[src/rtl/vvpu_pkg.sv]
// ----------------------------------------------------------------------------
// vvpu_pkg
// shared constants, codes and helpers of the velocity verlet particle update
// ----------------------------------------------------------------------------
`default_nettype none

package vvpu_pkg;

   localparam int PARTICLES = 1024;
   localparam int FRAC_BITS = 16;
   localparam int PART_W    = $clog2(PARTICLES);

   // number of stages of the pipelined units
   localparam int DIV_N  = 64;
   localparam int SQRT_N = 32;

   // stage numbers of the main pipeline
   localparam int S_MUL  = 1;
   localparam int S_KQ   = S_MUL + DIV_N;
   localparam int S_RD   = S_KQ + 1;
   localparam int S_V1   = S_RD + 1;
   localparam int S_SQR  = S_V1 + 1;
   localparam int S_SUM  = S_SQR + 1;
   localparam int S_CMP  = S_SUM + 1;
   localparam int S_MAG  = S_CMP + SQRT_N;
   localparam int S_LMUL = S_MAG + 1;
   localparam int S_LQ   = S_LMUL + DIV_N;
   localparam int S_VL   = S_LQ + 1;
   localparam int S_EST  = S_VL + 1;
   localparam int S_TMUL = S_EST + 1;
   localparam int S_LAST = S_TMUL + 1;

   typedef enum logic [1:0] {
      KIND_LOAD   = 2'd0,
      KIND_FIRST  = 2'd1,
      KIND_SECOND = 2'd2
   } kind_type;

   typedef enum logic [1:0] {
      CSR_TIME_STEP = 2'd0,
      CSR_HALF_KICK = 2'd1,
      CSR_VEL_LIMIT = 2'd2,
      CSR_SMOOTHED  = 2'd3
   } csr_type;

   function automatic logic signed [31:0] sat32(input logic signed [63:0] x);
      logic signed [31:0] r;
      if (x > 64'sh0000_0000_7FFF_FFFF) r = 32'sh7FFF_FFFF;
      else if (x < -64'sh0000_0000_8000_0000) r = -32'sh8000_0000;
      else r = x[31:0];
      return r;
   endfunction

   function automatic logic [31:0] abs32(input logic [31:0] x);
      logic [31:0] r;
      r = x[31] ? 32'(-x) : x;
      return r;
   endfunction

endpackage

`default_nettype wire

[src/rtl/vvpu_sqrt.sv]
// ----------------------------------------------------------------------------
// vvpu_sqrt
// pipelined integer square root of a 64-bit value, one root bit a stage
// ----------------------------------------------------------------------------
`default_nettype none

module vvpu_sqrt (
   input  wire logic        clock,
   input  wire logic        en,
   input  wire logic [63:0] radicand,
   output logic      [31:0] root
);

   typedef struct packed {
      logic [33:0] rem;
      logic [31:0] root;
      logic [63:0] x;
   } sqrt_stage_type;

   function automatic sqrt_stage_type sqrt_step(input sqrt_stage_type s);
      logic [35:0]    r;
      logic [35:0]    t;
      logic           ge;
      sqrt_stage_type o;
      r      = {s.rem, s.x[63:62]};
      t      = {2'b00, s.root, 2'b01};
      ge     = r >= t;
      o.rem  = ge ? 34'(r - t) : r[33:0];
      o.root = {s.root[30:0], ge};
      o.x    = {s.x[61:0], 2'b00};
      return o;
   endfunction

   sqrt_stage_type st_ff [vvpu_pkg::SQRT_N];
   sqrt_stage_type init;

   assign init = '{rem: 34'd0, root: 32'd0, x: radicand};

   always_ff @(posedge clock) begin
      if (en) begin
         st_ff[0] <= sqrt_step(init);
         for (int i = 1; i < vvpu_pkg::SQRT_N; i++) st_ff[i] <= sqrt_step(st_ff[i-1]);
      end
   end

   assign root = st_ff[vvpu_pkg::SQRT_N-1].root;

endmodule

`default_nettype wire

[config.mk]
export PLATFORM = sky130hd
export DESIGN_NAME = vvpu_sqrt
export DESIGN_NICKNAME = d
export VERILOG_FILES = /design/src/rtl/vvpu_pkg.sv /design/src/rtl/vvpu_sqrt.sv
export SDC_FILE = /design/constraint.sdc
export NUM_CORES = 2
export LEC_CHECK = 0
export BUFFER_PORTS_ARGS = -buffer_cell sky130_fd_sc_hd__buf_2
export CAP_MARGIN = 20
export CORE_ASPECT_RATIO = 0.75
export CORE_MARGIN = 4
export CORE_UTILIZATION = 55
export CTS_CLUSTER_DIAMETER = 50
export DETAILED_ROUTE_END_ITERATION = 7
export PLACE_DENSITY = 0.8
export SLEW_MARGIN = 20
export SYNTH_ARGS = -nofsm -noshare
export SYNTH_HDL_FRONTEND = slang
export SYNTH_MEMORY_MAX_BITS = 65536
export SYNTH_SLANG_ARGS = --single-unit
export TNS_END_PERCENT = 20
[constraint.sdc]
create_clock -name clock -period 4.2 [get_ports clock]
set_clock_uncertainty 0.15 [all_clocks]
set_input_delay 1.05 -clock clock [delete_from_list [all_inputs] [get_ports clock]]
set_output_delay 1.05 -clock clock [all_outputs]
set_load 0.01 [all_outputs]
==> flow_summary.json <==
{
  "dpl_cell_area_sq_um": 122000,
  "drt_iter0_markers": 7077,
  "synth_fp_nets": 9660,
  "grt_pass1_wl_microns": 385000,
  "worstMarginPinSlew_ns": 1.02,
  "hold_path_class": "input pin to flip-flop",
  "pwr-share-comb": 0.210,
  "crit_slowest_cell": "edfxtp_1",
  "fp.dieH_microns": 408,
  "synth_top_area_share": 0.644,
  "cp-end-kind": "flip-flop",
  "vias": 71500,
  "period_minus_slack_ns": 4.02,
  "p_per_area_nw_per_um2": 544,
  "ys_ff_latch": 2523,
  "timing.rr.start": "st_ff[12][190]",
  "hpwlAfterDp_microns": 175000,
  "grt_setup_unrepaired": "no",
  "clk_pin_slew_ns": 0.07,
  "critical_path_buf_inv_count": 4,
  "clockBufferDepth": 4,
  "grt_usage": 0.217,
  "synth_edf_count": 2523,
  "routed_wl_microns": 245000,
  "grt_max_degree": 126,
  "largest_reg_flops": 2523,
  "die_w_microns": 542,
  "avgRoutedWirePerCell_microns": 19.9,
  "core_sq_um": 212000,
  "arrival_ns": 4.47,
  "syn_inst": 9032,
  "avgSynthCellArea_sq_um": 13.0,
  "layout_common_cells": "edfxtp_1, inv_1, nand2_1",
  "power_uw": 70800,
  "drv_cap": 0,
  "place.gp.congestion": 0.931,
  "gr-total-overflow": 0,
  "synth_async_sr_flop_share": 0,
  "start_util": 0.555,
  "hold_viol": 0,
  "status": "finished, final reports clean",
  "design_area_sq_um": 130000,
  "num_antenna_cells": 0,
  "max-vdd-ir-drop_mv": 0.472,
  "path_class": "flip-flop to flip-flop",
  "internal_power_uw": 50500,
  "antenna_found_initial": 3,
  "synth.top_cells.by_area": "edfxtp_1, ha_1, xnor2_1, xor2_1, a21oi_1",
  "path_cells": "inv_1 > ha_1 > nor2b_1 > o31a_1 > o311a_1 > nor3_1 > nor2_1 > a311oi_1 > buf_4 > o21a_1 > buf_4 > inv_1 > mux2_2",
  "largest_register": "st_ff",
  "holdBufCountCts": 0,
  "drive_above_1_share": 0.0805,
  "numPortBuffers": 97,
  "cts_buffers": 244,
  "period_share": 0.958,
  "synth_area_leader_cell": "edfxtp_1",
  "cp_slowest_stage_delay_ns": 0.50,
  "clkLatencyLatePin_ns": 0.88,
  "nNetsFinal": 9942,
  "row_count": 146,
  "synth-seq-area-share": 0.644,
  "root_buffer": "clkbuf_16",
  "detail_route.vias_per_cell": 5.81,
  "die_area_sq_um": 221000,
  "p_clk_frac": 0.307,
  "crit_path_max_fanout": 28,
  "power.share.sequential": 0.483,
  "clock-sinks": 2523,
  "crit_start": "st_ff[12][190]",
  "switching_share": 0.287,
  "syn-cell-area_sq_um": 118000,
  "setup-violations-final": 0,
  "synth_cell_types": 101,
  "drv_slew": 0,
  "grt_pass1_vias": 69000,
  "switchingPower_uw": 20300,
  "tns_ns": 0,
  "p_leak_uw": 0.0498,
  "hold_path_startpoint": "radicand[29]",
  "ioPinCount": 98,
  "fmax_mhz": 248,
  "htree_levels": 4,
  "reg.largest.list": "st_ff x2523",
  "remaining_drc_errors": 0,
  "cts_tree": "yes",
  "critPathTopFamily": "compound AO/OA/AOI/OAI gates",
  "synth_ff_type": "edfxtp_1",
  "yosys_warnings": 0,
  "firstDrtPassIters": 8,
  "syn_to_final_growth_pct": 10.7,
  "ant_nets": 0,
  "cp.required_ns": 4.65,
  "worstSetupStartpointType": "flip-flop",
  "layout_commonest_cell": "edfxtp_1",
  "maxSlewHeadroom": 0.316
}
[layer usage]
metal,track usage,share of wire,vias up
met5,0,0,-
li1,-,-,34000
met1,0.323,0.46,34600
met3,0.0329,0.064,427
met2,0.333,0.44,2435
met4,0.0592,0.027,0
[what timing repair did]
| item | in CTS | in global routing |
|---|---|---|
| gates resized for setup | 0 | 3 |
| endpoints found under the setup margin | 0 | 13 |
| buffers inserted | 0 | 0 |
[power by group through the flow]
stage	logic [uW]	clock network, uW	registers, uW
after CTS	14700	22300	34100
final	14800	21700	34200
after global routing	16400	23400	34400
after detailed placement	14600	0	34600
after floorplan	10800	0	33500
after global placement	14300	0	34500
[per-stage QoR]
stage | utilization | cells | worst slack [ns] | hold slack, ns
after detailed placement | 0.577 | 11900 | 0.0825 | 0.255
after CTS | 0.614 | 12300 | 0.0472 | 0.112
after global placement | 0.577 | 11900 | 0.0185 | 0.250
after floorplan | - | 9032 | 0.686 | 0.250
final | 0.614 | 12300 | 0.176 | 0.187
after global routing | 0.614 | 12300 | 0.0143 | 0.128
[final cells by class]
cell class,instances,area [sq um]
clock buffer,277,6250
clock inverter,164,1640
fill,15800,81800
inverter,703,2640
multi-input combinational,5606,38300
sequential,2523,75800
tap,2812,3520
timing repair buffer,236,2010
[cells by family after synthesis]
family	count (synthesis)	synth area share
flops	2523	0.644
simple gates	2277	0.0969
compound gates	1819	0.0960
buf+inv	903	0.0303
xor+xnor	848	0.0632
fa+ha+maj	562	0.0598
mux	99	0.00932
other cells	1	0.0000319
[worst reg2reg max path: stages (launching register included)]
cell,delay [ns]
edfxtp_1,0.50
inv_1,0.08
ha_1,0.36
nor2b_1,0.18
o31a_1,0.28
o311a_1,0.33
nor3_1,0.33
nor2_1,0.16
a311oi_1,0.32
buf_4,0.19
o21a_1,0.13
buf_4,0.28
inv_1,0.18
mux2_2,0.30
[path summary, 6_finish.rpt]
| path | to | slack, ns | cells past startpoint |
|---|---|---|---|
| max | st_ff[13][112] | 0.18 | 13 |
| min | st_ff[0][29] | 0.19 | 1 |
| max reg2reg | st_ff[13][112] | 0.18 | 13 |
| min reg2reg | st_ff[3][46] | 0.24 | 0 |
[synth_stat cells (62+ instances only)]
| cell | count |
|---|---|
| edfxtp_1 | 2523 |
| inv_1 | 698 |
| nand2_1 | 607 |
| ha_1 | 562 |
| a21oi_1 | 557 |
| nor2_1 | 523 |
| o21ai_0 | 473 |
| xnor2_1 | 424 |
| xor2_1 | 424 |
| a21o_1 | 256 |
| nor3_1 | 223 |
| nand3_1 | 137 |
| clkbuf_1 | 131 |
| nor4_1 | 125 |
| nand2b_1 | 101 |
| nand4_1 | 90 |
| o21a_1 | 88 |
| mux2_2 | 84 |
| or3_1 | 83 |
| nor2b_1 | 79 |
| and3_1 | 62 |
Power figures use the tool's default switching activity.
